## src/vcpu_pkg.sv

```systemverilog
`default_nettype none
// ----------------------------------------------------------------------------
// van Cittert pixel update package
// Shared constants, register indexes and pipeline latencies.
// ----------------------------------------------------------------------------
package vcpu_pkg;

    localparam int DIV_LAT = 16;
    localparam int SIN_LAT = 4;
    localparam int LOG_LAT = 17;
    localparam int POW_LAT = 5;
    localparam int WGT_LAT = DIV_LAT + SIN_LAT + LOG_LAT + POW_LAT;

    localparam logic [16:0] SIN_A   = 17'd102944;
    localparam logic [15:0] SIN_B   = 16'd42047;
    localparam logic [15:0] SIN_C   = 16'd4640;
    localparam logic [15:0] EXP_C1  = 16'd45591;
    localparam logic [15:0] EXP_C2  = 16'd14824;
    localparam logic [15:0] EXP_C3  = 16'd5121;
    localparam logic [16:0] ONE_Q16 = 17'd65536;

    typedef enum logic [2:0] {
        REG_RELAX_MODE   = 3'd0,
        REG_RELAX_GAIN   = 3'd1,
        REG_CLAMP_ENABLE = 3'd2,
        REG_RANGE_LOW    = 3'd3,
        REG_RANGE_HIGH   = 3'd4
    } cfg_reg_t;

    typedef struct packed {
        logic signed [31:0] res;
        logic signed [31:0] est;
        logic               le_lo;
        logic               ge_hi;
    } side_t;

endpackage
`default_nettype wire

```

## src/vcpu_sine.sv

```systemverilog
`default_nettype none
// ----------------------------------------------------------------------------
// Sine polynomial pipeline
// Evaluates sin(pi/2 * x) in Q16 with truncating products, capped at 1.0.
// ----------------------------------------------------------------------------
module vcpu_sine (
    input  logic        clk,
    input  logic        en,
    input  logic [15:0] x,
    output logic [16:0] s
);
    import vcpu_pkg::*;

    logic [15:0] x1_reg, x2_reg, x3_reg;
    logic [15:0] sq1_reg, sq2_reg;
    logic [15:0] t1_reg;
    logic [16:0] t2_reg;
    logic [16:0] s_reg;

    logic [31:0] sq_prod;
    logic [31:0] c_prod;
    logic [31:0] b_prod;
    logic [32:0] a_prod;

    assign sq_prod = x * x;
    assign c_prod  = {16'd0, SIN_C} * {16'd0, sq1_reg};
    assign b_prod  = {16'd0, t1_reg} * {16'd0, sq2_reg};
    assign a_prod  = {16'd0, t2_reg} * {17'd0, x3_reg};

    always_ff @(posedge clk)
    begin
        if (en)
        begin
            x1_reg  <= x;
            sq1_reg <= sq_prod[31:16];
            x2_reg  <= x1_reg;
            sq2_reg <= sq1_reg;
            t1_reg  <= SIN_B - c_prod[31:16];
            x3_reg  <= x2_reg;
            t2_reg  <= SIN_A - {1'b0, b_prod[31:16]};
            s_reg   <= (a_prod[32:16] > ONE_Q16) ? ONE_Q16 : a_prod[32:16];
        end
    end

    assign s = s_reg;

endmodule
`default_nettype wire

```

## config.mk

```make
export PLATFORM = sky130hd
export DESIGN_NAME = vcpu_sine
export DESIGN_NICKNAME = d
export VERILOG_FILES = /design/src/vcpu_pkg.sv /design/src/vcpu_sine.sv
export SDC_FILE = /design/constraint.sdc
export NUM_CORES = 2
export LEC_CHECK = 0
export ABC_AREA = 1
export BUFFER_PORTS_ARGS = -buffer_cell sky130_fd_sc_hd__buf_2
export CAP_MARGIN = 10
export CORE_MARGIN = 2
export CORE_UTILIZATION = 50
export DETAILED_ROUTE_END_ITERATION = 6
export PLACE_DENSITY = 0.72
export SLEW_MARGIN = 20
export SYNTH_ARGS = -nofsm -noshare
export SYNTH_HDL_FRONTEND = slang
export SYNTH_SLANG_ARGS = --single-unit
```

## constraint.sdc

```tcl
create_clock -name clk -period 6.5 [get_ports clk]
set_clock_uncertainty 0.2 [all_clocks]
set_input_delay 0 -clock clk [delete_from_list [all_inputs] [get_ports clk]]
set_output_delay 0 -clock clk [all_outputs]
set_load 0.01 [all_outputs]
```

==> key figures <==
Status
  – Status: finished, final reports clean

CTS
  – # clock sinks: between 100 and 150
  – Worst-Skew Late Latency: between 0.4 and 0.5 ns
  – Num CTS Buffers: 17
  – Clk slew on worst S/H paths: 0.06 ns
  – Clk buf depth: 2
  – H-tree Lvls: 4
  – Clk root buf: clkbuf_16
  – CTS tree: built

Logic synthesis
  – Synth top area share: 0.354
  – Sequential area share after synthesis: 0.122
  – Post-synth cell types: 40
  – Most common cell in the synthesized netlist: inv_1
  – Most common library cells after synthesis: inv_1 (1210), nand2_1 (1022), fa_1 (556)
  – Top cells by area, synth: fa_1 (35%), inv_1 (14%), ha_1 (14%)
  – Syn Nets: a little under 5000
  – Cell count after synthesis: roughly 4000
  – Synth area leader: fa_1
  – EDFF count, synth: between 100 and 150
  – Post-synth ARST share: 0
  – Top FF cell, synth: edfxtp_1
  – Ys Warns: 0
  – Post-synthesis area per instance: 7.91 um^2
  – Post-synthesis register bit count: approximately 130
  – Post-Syn Area: ~31000 um^2

Worst setup path
  – CP Data Arrival Time: between 6 and 7 ns
  – Worst EP required: 6.60 ns
  – CP Capture Type: register
  – R2R Path Start: t1_reg[12]
  – Setup Crit Path Kind: reg -> reg
  – Critical Path Start: t1_reg[12]
  – CP max FO: 7
  – Startpoint type of the worst setup path: register

Routing
  – Total Routed Length: about 74000 um
  – Antenna Nets Post-Route: 0
  – Pre-antenna DRT Iters: 6
  – Drt via density: just under 5
  – DR DRC count: 0
  – Avg WL per Cell: roughly 15 um
  – 1st-iter DRT viols: between 1000 and 1500
  – Vias: 24500

STA
  – Hold Fails Final Rpt: 0
  – Slew headroom: 0.538
  – Fmax: 0.158 GHz
  – Worst slew pin tran: between 0.6 and 0.7 ns
  – Final setup violation count: 0
  – Post-layout min period: between 6 and 7 ns
  – Final Cycle Share: 0.972
  – Unrepaired setup endpoints after global routing: yes
  – Final Slew Violations: 0

Final layout
  – Layout cells sized above 1: 0.0974
  – P&R area growth vs syn: 11.7%
  – Antenna cells: 0
  – # nets final: about 5000
  – # fillers: 5601
  – Design area: approximately 35000 um^2

Global route
  – Initial antenna violation count: 0
  – Total congestion overflow: 0
  – Largest net degree at the start of global routing: 50
  – GRT Overall Usage: 0.239
  – First-pass GRT wire length: approximately 120000 um
  – Vias in the first global route: roughly 26000

Floorplanning
  – IO Count: 35
  – Die H: between 200 and 300 um
  – Die width: approximately 250 um
  – Rows: between 90 and 100
  – Die Footprint: between 60000 and 70000 um^2
  – Total core area: 61900 um^2
  – Starting Density: 0.507

Run
  – Max-cap violations: 0

Place
  – Gpl congestion: approximately 0.92
  – Post-DP HPWL: approximately 60000 um
  – Count of input and output buffers: 34
  – Dpl cell area: ~33000 um^2

Min path
  – Hold Path Class: in -> reg
  – Hold_sp: x[5]
## through the flow
stage          utilization  cells  setup slack (ns)  setup TNS, ns  hold slack, ns
6_report             0.566   4963             0.182              0          0.0197
5_1_grt              0.566   4963           -0.0719         -0.640          0.0165
4_1_cts              0.550   4904           0.00717              0         0.00362
3_5_place_dp         0.536   4842            -0.114         -0.602           0.205
3_3_place_gp         0.536   4842           -0.0730         -0.110           0.201
2_1_floorplan            -   3970             0.307              0          -0.101
## cell families after synthesis
group                    synth area share
AND/OR/NAND/NOR                     0.164
buffers and inverters               0.161
adder cells (fa/ha/maj)             0.498
XOR/XNOR                           0.0148
flip-flops                          0.122
AO/OA/AOI/OAI                      0.0391
## worst max-delay path: stages (launching register included)
cell and delay, ns:
edfxtp_1 0.57, nand2_1 0.16, fa_1 0.55, fa_1 0.55, inv_1 0.05, fa_1 0.48
fa_1 0.49, fa_1 0.55, inv_1 0.06, fa_1 0.48, inv_1 0.06, ha_4 0.24
nand2_1 0.07, nand2_1 0.10, a21oi_2 0.19, nand2_1 0.10, inv_1 0.07, nand2_1 0.05
nand2_1 0.06, and2_1 0.13, ha_2 0.20, nand2_2 0.09, o21ai_4 0.19, buf_4 0.15
xor2_1 0.19, buf_4 0.16
## cell usage in the layout, fill, tap and decap left out, drive strengths merged, types with 2 or more instances in the layout
master,netlist,final
buf,4,238
clkbuf,130,23
a21oi,120,120
clkinvlp,0,2
a31oi,2,2
nand3b,11,11
clkinv,1,6
o21a,6,6
o221ai,2,2
nor4,6,6
ha,361,361
edfxtp,128,128
inv,1210,1213
fa,556,556
xnor2,22,22
nand2,1026,1027
dlygate4sd3,0,16
or2,3,3
nor2,151,151
nand4,11,11
a21o,13,13
nand3,82,82
o211ai,2,2
a21boi,5,5
xor2,31,31
o21bai,11,11
nor3,19,19
o21ai,52,52
bufinv,0,2
## final cells by class
class | instances | area, um^2 | share of cell area
multi-input combinational | 2498 | 23100 | 0.658
inverter | 1211 | 4550 | 0.130
sequential | 128 | 3840 | 0.110
timing repair buffer | 258 | 2010 | 0.0572
tap | 837 | 1050 | 0.0299
clock buffer | 19 | 433 | 0.0123
clock inverter | 12 | 135 | 0.00385
## final timing paths
check / to / slack [ns] / depth (start not counted)
setup / recovery: t2_reg[6] / 0.18 / 25
hold / removal: x1_reg[5] / 0.02 / 2
setup reg to reg: t2_reg[6] / 0.18 / 25
hold reg to reg: x2_reg[5] / 0.21 / 0
## routing by layer
metal  wire length [um]  track usage  vias up
met3               3550       0.0280      151
li1                   -            -    11800
met2              36900        0.430      669
met5                  0            0        -
met4               2380       0.0722        0
met1              30900        0.300    11900
## what timing repair did
action | in CTS | in global routing
cloned | 0 | 1
pin swaps | 0 | 30
endpoints found under the setup margin | 20 | 32
gates resized for setup | 2 | 151
hold buffers | 16 | 0
hold endpoints to repair | 45 | 0
buffers inserted | 15 | 58
Power is not shown: default switching activity piles up to over one toggle a cycle in this logic, so the estimate is an artifact.
