**src/vcpu_pkg.sv**
```systemverilog
`default_nettype none
// ----------------------------------------------------------------------------
// van Cittert pixel update package
// Shared constants, register indexes and pipeline latencies.
// ----------------------------------------------------------------------------
package vcpu_pkg;

    localparam int DIV_LAT = 16;
    localparam int SIN_LAT = 4;
    localparam int LOG_LAT = 17;
    localparam int POW_LAT = 5;
    localparam int WGT_LAT = DIV_LAT + SIN_LAT + LOG_LAT + POW_LAT;

    localparam logic [16:0] SIN_A   = 17'd102944;
    localparam logic [15:0] SIN_B   = 16'd42047;
    localparam logic [15:0] SIN_C   = 16'd4640;
    localparam logic [15:0] EXP_C1  = 16'd45591;
    localparam logic [15:0] EXP_C2  = 16'd14824;
    localparam logic [15:0] EXP_C3  = 16'd5121;
    localparam logic [16:0] ONE_Q16 = 17'd65536;

    typedef enum logic [2:0] {
        REG_RELAX_MODE   = 3'd0,
        REG_RELAX_GAIN   = 3'd1,
        REG_CLAMP_ENABLE = 3'd2,
        REG_RANGE_LOW    = 3'd3,
        REG_RANGE_HIGH   = 3'd4
    } cfg_reg_t;

    typedef struct packed {
        logic signed [31:0] res;
        logic signed [31:0] est;
        logic               le_lo;
        logic               ge_hi;
    } side_t;

endpackage
`default_nettype wire

```
**src/vcpu_pow.sv**
```systemverilog
`default_nettype none
// ----------------------------------------------------------------------------
// Power pipeline
// Scales the logarithm by the gain and raises two to the negative result.
// ----------------------------------------------------------------------------
module vcpu_pow (
    input  logic        clk,
    input  logic        en,
    input  logic [15:0] gain,
    input  logic [20:0] neg_log,
    input  logic        zero_in,
    output logic [16:0] w,
    output logic        zero_out
);
    import vcpu_pkg::*;

    logic [24:0] t_reg;
    logic [9:0]  e2_reg, e3_reg, e4_reg;
    logic [15:0] f2_reg, f3_reg;
    logic        fz2_reg, fz3_reg;
    logic [15:0] h1_reg, h2_reg;
    logic [16:0] m_reg;
    logic [16:0] w_reg;
    logic        z1_reg, z2_reg, z3_reg, z4_reg, z5_reg;

    logic [36:0] gl_prod;
    logic [8:0]  ip;
    logic [15:0] fp;
    logic        fz;
    logic [16:0] f_full;
    logic [31:0] p1, p2, p3;
    logic [16:0] shifted;

    assign gl_prod = {21'd0, gain} * {16'd0, neg_log};
    assign ip      = t_reg[24:16];
    assign fp      = t_reg[15:0];
    assign fz      = (fp == 16'd0);
    assign f_full  = ONE_Q16 - {1'b0, fp};
    assign p1      = {16'd0, EXP_C3} * {16'd0, f_full[15:0]};
    assign p2      = {16'd0, EXP_C2 + h1_reg} * {16'd0, f2_reg};
    assign p3      = {16'd0, EXP_C1 + h2_reg} * {16'd0, f3_reg};
    assign shifted = m_reg >> e4_reg[4:0];

    always_ff @(posedge clk)
    begin
        if (en)
        begin
            t_reg   <= gl_prod[36:12];
            z1_reg  <= zero_in;

            e2_reg  <= fz ? {1'b0, ip} : {1'b0, ip} + 10'd1;
            f2_reg  <= f_full[15:0];
            fz2_reg <= fz;
            h1_reg  <= p1[31:16];
            z2_reg  <= z1_reg;

            e3_reg  <= e2_reg;
            f3_reg  <= f2_reg;
            fz3_reg <= fz2_reg;
            h2_reg  <= p2[31:16];
            z3_reg  <= z2_reg;

            e4_reg  <= e3_reg;
            m_reg   <= fz3_reg ? ONE_Q16 : ONE_Q16 + {1'b0, p3[31:16]};
            z4_reg  <= z3_reg;

            if (e4_reg >= 10'd32)
            begin
                w_reg <= 17'd0;
            end
            else
            begin
                w_reg <= (shifted > ONE_Q16) ? ONE_Q16 : shifted;
            end
            z5_reg  <= z4_reg;
        end
    end

    assign w        = w_reg;
    assign zero_out = z5_reg;

endmodule
`default_nettype wire

```
**config.mk**
```make
export PLATFORM = sky130hd
export DESIGN_NAME = vcpu_pow
export DESIGN_NICKNAME = d
export VERILOG_FILES = /design/src/vcpu_pkg.sv /design/src/vcpu_pow.sv
export SDC_FILE = /design/constraint.sdc
export NUM_CORES = 2
export LEC_CHECK = 0
export BUFFER_PORTS_ARGS = -buffer_cell sky130_fd_sc_hd__buf_4
export CORE_UTILIZATION = 40
export CTS_BUF_LIST = sky130_fd_sc_hd__clkbuf_8
export CTS_CLUSTER_DIAMETER = 50
export DETAILED_ROUTE_END_ITERATION = 6
export PLACE_DENSITY = 0.59
export RECOVER_POWER = 25
export SETUP_SLACK_MARGIN = 0.4
export SYNTH_ARGS = -nofsm -noshare
export SYNTH_HDL_FRONTEND = slang
export SYNTH_SLANG_ARGS = --single-unit
export TNS_END_PERCENT = 1
```
**constraint.sdc**
```tcl
create_clock -name clk -period 11.29 [get_ports clk]
set_input_delay 2.258 -clock clk [delete_from_list [all_inputs] [get_ports clk]]
set_output_delay 2.258 -clock clk [all_outputs]
set_load 0.03 [all_outputs]
```
==> metrics.txt <==
Port Buf Inserts=57; CP peak stage delay=0.68 ns; most frequent cells in the layout=inv_1, fa_1, nand2_1, ha_1, and2_1; clock tree from TritonCTS=built; post-synth top area cell=fa_1; clk buf depth=2; layout cell share with drive strength beyond 1=0.0408; Worst-Skew Late Latency=0.56 ns; clk_skew=about 0.024 ns; register bit total from synthesis=155; Vias=22600; ANT nets after route=0; Worst Path Arrival=9.07 ns; crit end category=register; ys flop type=edfxtp_1; critical path startpoint category=register; Syn Inst Count=3492; largest net degree at the start of global routing=95; most common cell after layout, fill and taps aside=inv_1; flip-flop count of the largest register after layout=25; Seq/Total Area, Yosys=0.139; post-cts resize count=0; Mapped Area=between 30000 and 40000 um^2; most used cell, CP=fa_1; Nets=4532; top cells by area, synth=fa_1, ha_1, edfxtp_1; Layout area overhead=5.69%; Hold Buf Count CTS=0; core area=82500 um^2; diode count=0; first-pass GRT wire length=126 mm; top-area cell type share of the netlist area=0.381; WL/cell=16.3 um; max-slew violation count=95; CP top delay family=adder cells; initial antenna violation count=1; Crit Path Class=reg -> reg; CTS root buffer=clkbuf_8; total of max-cap violations=1; # DRC=0; count of warnings emitted by yosys=0; die area=~85000 um^2; Hold WC Path Type=reg -> reg; Async SR Flop Fraction=0; Rows=105; Detailed Place HPWL=59.6 mm; Die Height=291 um; final wirelength=roughly 74 mm; clock slew at reported path FFs=approximately 0.12 ns; gpl congestion=0.834; Peak Freq=about 120 MHz; Buffers & Inverters on Critical Path=5; Post-synth EDFFs=roughly 160; Overall Global Routing Usage=0.185; CTS buffer count=17; final hold vios=0; Required @ worst endpoint=11.68 ns; First-pass DRT Iterations=5; DR iter-0 viols=~1100; failing checks=capacitance limit, slew limit; status=finished with violations; Ports=58; setup TNS=0 ns; gr ovfl total=0; Slew HR=-2.39; RSZ-0062 raised after global routing=false; vias in the first global route=24200; mean area per synthesized cell=9.59 um^2; Worst Tran Pin Value=about 5 ns; Tmin final=8.68 ns; slowest CP cell=edfxtp_1; via-per-instance ratio=approximately 5.0; die width=291 um; Final setup viols=0; Synth Net Count=4558; library cells used by synthesis=between 60 and 70; final period utilization=0.769; clock sinks=155; H-Tree Level Count=4; critical path peak fanout=16; Post-CTS Setup Bufs=0; initial core utilization=0.406
==> final timing paths <==
kind | start | to | slack (ns) | cells after the start
setup / recovery | h2_reg[0] | m_reg[10] | 2.61 | 30
hold / removal | e3_reg[3] | e4_reg[3] | 0.42 | 0
setup reg to reg | h2_reg[0] | m_reg[10] | 2.61 | 30
hold reg to reg | e3_reg[3] | e4_reg[3] | 0.42 | 0
==> cell usage after synthesis (all sizes together) (11+ instances only) <==
| master | n |
|---|---|
| inv | 750 |
| fa | 637 |
| nand2 | 506 |
| ha | 389 |
| and2 | 329 |
| edfxtp | 155 |
| clkbuf | 121 |
| nor2 | 88 |
| xnor2 | 62 |
| a21oi | 57 |
| nor3 | 42 |
| xor2 | 35 |
| nor2b | 34 |
| o21ai | 34 |
| nand2b | 33 |
| a21o | 25 |
| mux2i | 16 |
| nand3 | 16 |
| a211oi | 15 |
| nand4 | 13 |
| or3 | 13 |
| o21a | 11 |
==> worst register-to-register path, delay by kind of cell (launching register included) <==
family	cells	cell delay (ns)
xor gates and xnor gates	1	0.14
AOI/OAI and AO/OA	10	2.55
buffers and inverters	5	0.60
DFF	1	0.68
adders and majority gates	8	3.61
and+or+nand+nor	6	0.92
==> per-layer routing <==
layer | routed length (um) | global-route usage | vias up
met5 | 0 | 0 | -
met2 | 37000 | 0.324 | 405
li1 | - | - | 10600
met1 | 33400 | 0.249 | 11500
met3 | 2630 | 0.0179 | 59
met4 | 958 | 0.0348 | 0
==> metrics by stage <==
stage	area, um^2	hold slack [ns]	utilization	cells	setup slack, ns
final	35400	0.424	0.429	4549	2.61
after floorplan	33500	0.400	-	3492	2.98
after global placement	35000	0.401	0.425	4517	2.71
after CTS	35400	0.425	0.430	4549	2.54
after global routing	35400	0.436	0.429	4549	1.98
after detailed placement	35000	0.406	0.425	4517	2.62
==> cells by family (layout without fill, tap and decap cells) <==
group                    after synthesis  count (layout)  share of synthesized area
XOR/XNOR                              97              97                     0.0254
multiplexers                          25              25                    0.00814
buffers and inverters                881             868                     0.0993
AO/OA/AOI/OAI                        194             194                     0.0394
flip-flops                           155             155                      0.139
adder cells (fa/ha/maj)             1026            1026                      0.526
AND/OR/NAND/NOR                     1114            1114                      0.163
==> final cells by class <==
cell class,instances,area (um^2)
fillers,8081,47100
multi-input cells,2456,25600
flip-flops and latches,155,4650
inverters,750,2820
well taps,1070,1340
repair buffers,86,612
clock buffers,17,234
clock inverters,15,188
Power is not shown: default switching activity piles up to over one toggle a cycle in this logic, so the estimate is an artifact.
