`config.mk`:
```
export PLATFORM = sky130hd
export DESIGN_NAME = vcpu_div
export DESIGN_NICKNAME = d
export VERILOG_FILES = /design/src/vcpu_pkg.sv /design/src/vcpu_div.sv
export SDC_FILE = /design/constraint.sdc
export NUM_CORES = 2
export LEC_CHECK = 0
export BUFFER_PORTS_ARGS = -buffer_cell sky130_fd_sc_hd__buf_2
export CORE_ASPECT_RATIO = 1.4
export CORE_MARGIN = 1.5
export CORE_UTILIZATION = 30
export DETAILED_ROUTE_END_ITERATION = 16
export GPL_TIMING_DRIVEN = 1
export PLACE_DENSITY = 0.5
export SETUP_SLACK_MARGIN = 0.02
export SYNTH_ARGS = -nofsm -noshare
export SYNTH_HDL_FRONTEND = slang
export SYNTH_SLANG_ARGS = --single-unit
```
`constraint.sdc`:
```
create_clock -name clk -period 6.1 [get_ports clk]
set_clock_uncertainty 0.2 [all_clocks]
set_input_delay 1.22 -clock clk [delete_from_list [all_inputs] [get_ports clk]]
set_output_delay 1.22 -clock clk [all_outputs]
set_load 0.1 [all_outputs]
```
`src/vcpu_pkg.sv`:
```
`default_nettype none
// ----------------------------------------------------------------------------
// van Cittert pixel update package
// Shared constants, register indexes and pipeline latencies.
// ----------------------------------------------------------------------------
package vcpu_pkg;

    localparam int DIV_LAT = 16;
    localparam int SIN_LAT = 4;
    localparam int LOG_LAT = 17;
    localparam int POW_LAT = 5;
    localparam int WGT_LAT = DIV_LAT + SIN_LAT + LOG_LAT + POW_LAT;

    localparam logic [16:0] SIN_A   = 17'd102944;
    localparam logic [15:0] SIN_B   = 16'd42047;
    localparam logic [15:0] SIN_C   = 16'd4640;
    localparam logic [15:0] EXP_C1  = 16'd45591;
    localparam logic [15:0] EXP_C2  = 16'd14824;
    localparam logic [15:0] EXP_C3  = 16'd5121;
    localparam logic [16:0] ONE_Q16 = 17'd65536;

    typedef enum logic [2:0] {
        REG_RELAX_MODE   = 3'd0,
        REG_RELAX_GAIN   = 3'd1,
        REG_CLAMP_ENABLE = 3'd2,
        REG_RANGE_LOW    = 3'd3,
        REG_RANGE_HIGH   = 3'd4
    } cfg_reg_t;

    typedef struct packed {
        logic signed [31:0] res;
        logic signed [31:0] est;
        logic               le_lo;
        logic               ge_hi;
    } side_t;

endpackage
`default_nettype wire

```
`src/vcpu_div.sv`:
```
`default_nettype none
// ----------------------------------------------------------------------------
// Pipelined restoring divider
// Produces a 16-bit quotient of (num << 16) / den, one bit per stage.
// ----------------------------------------------------------------------------
module vcpu_div (
    input  logic        clk,
    input  logic        en,
    input  logic [31:0] num,
    input  logic [31:0] den,
    output logic [15:0] quo
);
    import vcpu_pkg::*;

    logic [31:0] rem_reg [1:DIV_LAT];
    logic [31:0] den_reg [1:DIV_LAT];
    logic [15:0] q_reg   [1:DIV_LAT];

    genvar i;
    generate
        for (i = 0; i < DIV_LAT; i++) begin : g_step
            logic [31:0] rem_in;
            logic [31:0] den_in;
            logic [15:0] q_in;
            logic [32:0] shifted;
            logic        ge;
            logic [32:0] diff;
            if (i == 0) begin : g_first
                assign rem_in = num;
                assign den_in = den;
                assign q_in   = 16'd0;
            end else begin : g_rest
                assign rem_in = rem_reg[i];
                assign den_in = den_reg[i];
                assign q_in   = q_reg[i];
            end
            assign shifted = {rem_in, 1'b0};
            assign ge      = shifted >= {1'b0, den_in};
            assign diff    = shifted - {1'b0, den_in};
            always_ff @(posedge clk)
            begin
                if (en)
                begin
                    rem_reg[i+1] <= ge ? diff[31:0] : shifted[31:0];
                    den_reg[i+1] <= den_in;
                    q_reg[i+1]   <= {q_in[14:0], ge};
                end
            end
        end
    endgenerate

    assign quo = q_reg[DIV_LAT];

endmodule
`default_nettype wire

```
==> PnR_summary.wiki <==
{| class="wikitable"
! Metric !! Value
|-
| Status || complete, no violations
|-
| First-pass iteration count of the detailed router || 5
|-
| Number of buffers added to fix hold violations after cts || 0
|-
| Startpoint kind of the worst setup timing path || flop
|-
| Setup TNS Final || 0 ns
|-
| Post-CTS Setup Inserts || 0
|-
| Number of diodes added for antenna fixing || 0
|-
| Worst hold-check slack || 0.187 ns
|-
| Row cnt || 202
|-
| Highest clock frequency the design can meet || 209 MHz
|-
| Top-level I/O count || 82
|-
| Sequential cell area fraction in the yosys report || 50.2%
|-
| Starting density of the core || 30.2%
|-
| Overall power after layout || 38.2 mW
|-
| Clock tree from TritonCTS || yes
|-
| Mean area per synthesized cell || 10.9 sq um
|-
| Post-synth top area cell || edfxtp_1
|-
| RSZ-0062 raised after global routing || false
|-
| Main flop type after synthesis || edfxtp_1
|-
| Clock transition time at the flip-flop clock pins of the worst setup and hold paths || 0.05 ns
|-
| Pwr Density || 521 nW/um^2
|-
| Worst EP required || 6.41 ns
|-
| Type of the most critical hold path || reg -> reg
|-
| Routed vias || 44100
|-
| Detailed placer's ending HPWL || 122 mm
|-
| Gpl congestion || 0.923
|-
| Via count of the first global-routing pass || 46600
|-
| Crit path kind || reg -> reg
|-
| Netlist Area Pre-Place || 65600 sq um
|-
| Final WL || 155 mm
|-
| Peak supply drop || 330 uV
|-
| Pin count of the biggest net entering global routing || 118
|-
| Initial antenna violation count || 1
|-
| Detail-routed via count per cell || 4.86
|-
| Congestion Overflow GR || 0
|-
| Ratio of final minimum period to clock period || 78.5%
|-
| Routed wire per std cell || 17.1 um
|-
| Sum of buffers and inverters on the critical path || 1
|-
| Max incr delay on CP || 0.67 ns
|-
| Std-Cell Core Area || 217000 sq um
|-
| First-pass GRT wire length || 240 mm
|-
| Yosys cell types || 103
|-
| Final-layout fill cell count || 21700
|-
| CP max FO || 35
|-
| Number of gates resized after CTS || 0
|-
| TritonCTS buffer count || 132
|-
| Antenna Violating Nets Remaining || 0
|-
| Clock period minus final worst setup slack || 4.79 ns
|-
| Largest cells by area after synthesis || edfxtp_1, ha_1, a21oi_1
|-
| Most frequent cells in the layout || edfxtp_1, inv_1, a21oi_1, ha_1, nand2_1
|-
| Die area || 221000 sq um
|-
| Max-cap violation count || 0
|-
| Number of flip-flops and latches in the synthesized netlist || 1096
|-
| DR DRC count || 0
|-
| Fraction of layout instances using a drive strength above 1 || 8.88%
|-
| Num Clock Sinks || 1096
|-
| Chain of cells forming the critical path || ha_1, nand4_1, o21bai_1, a311oi_1, a211oi_1, o31ai_1, a221o_1, a31o_2, buf_4, mux2_2
|-
| Final setup vio count || 0
|-
| Total of warnings raised by yosys || 0
|-
| Final core area utilization || 33.9%
|-
| Crit path arrival time || 5.10 ns
|-
| Final hold violations || 0
|-
| Count of input and output buffers || 81
|-
| DR iter-0 viols || 1879
|-
| Clock root buffer || clkbuf_16
|-
| Reported leakage power || 29.7 nW
|-
| Clock latency on the worst-skew pair || 0.78 ns
|-
| Number of pins with negative max-slew slack in the final report || 0
|-
| Area fraction of the dominant cell type after synthesis || 50.2%
|-
| Headroom to the max-slew limit || 9.46%
|-
| Gate count of the mapped netlist || 6008
|-
| Die width || 398 um
|-
| CP Capture Type || flop
|-
| Measured slew at the worst slew-check pin || 1.35 ns
|-
| Net total in the final layout || 6706
|-
| Share of synthesized registers carrying an async set or reset || 0%
|-
| Overall global routing resource usage || 13.7%
|-
| Synth-to-Final Area Change || 12.0%
|-
| Most common cell after layout, fill and taps aside || edfxtp_1
|-
| Post-Syn Nets || 6600
|-
| Top delay family on crit path || compound AO/OA/AOI/OAI gates
|-
| Cell with the largest stage delay on the worst path || a31o_2
|-
| CTS H-tree lvls || 4
|-
| Number of flops mapped to enable cells by yosys || 1096
|-
| Number of buffers on the longest clock path || 3
|-
| Die Ht || 556 um
|}
==> worst paths after layout <==
path / slack (ns) / start / depth (start not counted) / to
max reg2reg: 1.31 / rem_reg[0][69]$_DFFE_PP_ / 10 / rem_reg[0][99]$_DFFE_PP_
min: 0.19 / q_reg[0][216]$_DFFE_PP_ / 0 / q_reg[0][233]$_DFFE_PP_
min reg2reg: 0.19 / q_reg[0][216]$_DFFE_PP_ / 0 / q_reg[0][233]$_DFFE_PP_
max: 1.31 / rem_reg[0][69]$_DFFE_PP_ / 10 / rem_reg[0][99]$_DFFE_PP_
==> layout make-up <==
type	count	area, sq um	area share [%]
clock inverter	69	541	0.736
tap	2856	3570	4.87
clock buffer	166	3490	4.76
sequential	1096	32900	44.8
inverter	626	2350	3.20
multi-input combinational	4127	29600	40.4
timing repair buffer	131	928	1.26
==> per-layer routing <==
metal	vias to the layer above	part of all wire, %	track usage, %	wire length [um]
met5	-	0	0	0
met4	0	7.7	10.3	12000
met3	449	2.4	1.89	3770
met2	775	58	29.1	89300
met1	20700	32	10.8	50100
li1	22200	-	-	-
==> worst register-to-register path, delay by kind of cell, from the launching register on <==
family / cells / cell delay (ns)
AOI/OAI and AO/OA: 6 / 2.62
adders and majority gates: 1 / 0.41
buffers and inverters: 1 / 0.34
DFF: 1 / 0.39
muxes: 1 / 0.35
and+or+nand+nor: 1 / 0.24
==> power by group <==
part	internal [mW]	switching [mW]
combinational	7.80	10.6
clock	4.31	3.09
sequential	11.4	1.05
==> through the flow <==
step / instance area, sq um / std cells / worst slack, ns
final: 73400 / 9071 / 1.31
after global routing: 73400 / 9071 / 1.00
after detailed placement: 69400 / 8836 / 0.924
after floorplan: 65600 / 6008 / 1.82
after global placement: 69400 / 8836 / 0.943
after CTS: 73400 / 9071 / 1.29
==> synthesized netlist by cell type (all sizes together), types with 16 or more instances <==
cell,number
edfxtp,1096
inv,626
a21oi,525
ha,511
nand2,429
o21ai,422
nor2,324
a21o,253
xnor2,242
mux2,199
xor2,158
clkbuf,102
nand3,87
nand4,84
nor2b,76
nand2b,72
nor3,69
o21a,64
o21bai,63
buf,57
a31oi,54
a211oi,48
and3,45
o31ai,32
and2,28
o211ai,25
o31a,21
or2,20
or3,19
nor4,16
==> cells by family after synthesis <==
kind of cell	synth area share, %
adder cells (fa/ha/maj)	10.2
AND/OR/NAND/NOR	9.46
XOR/XNOR	5.34
AO/OA/AOI/OAI	16.3
flip-flops	50.2
buffers and inverters	4.75
multiplexers	3.76
(Power assumes the default switching activity.)
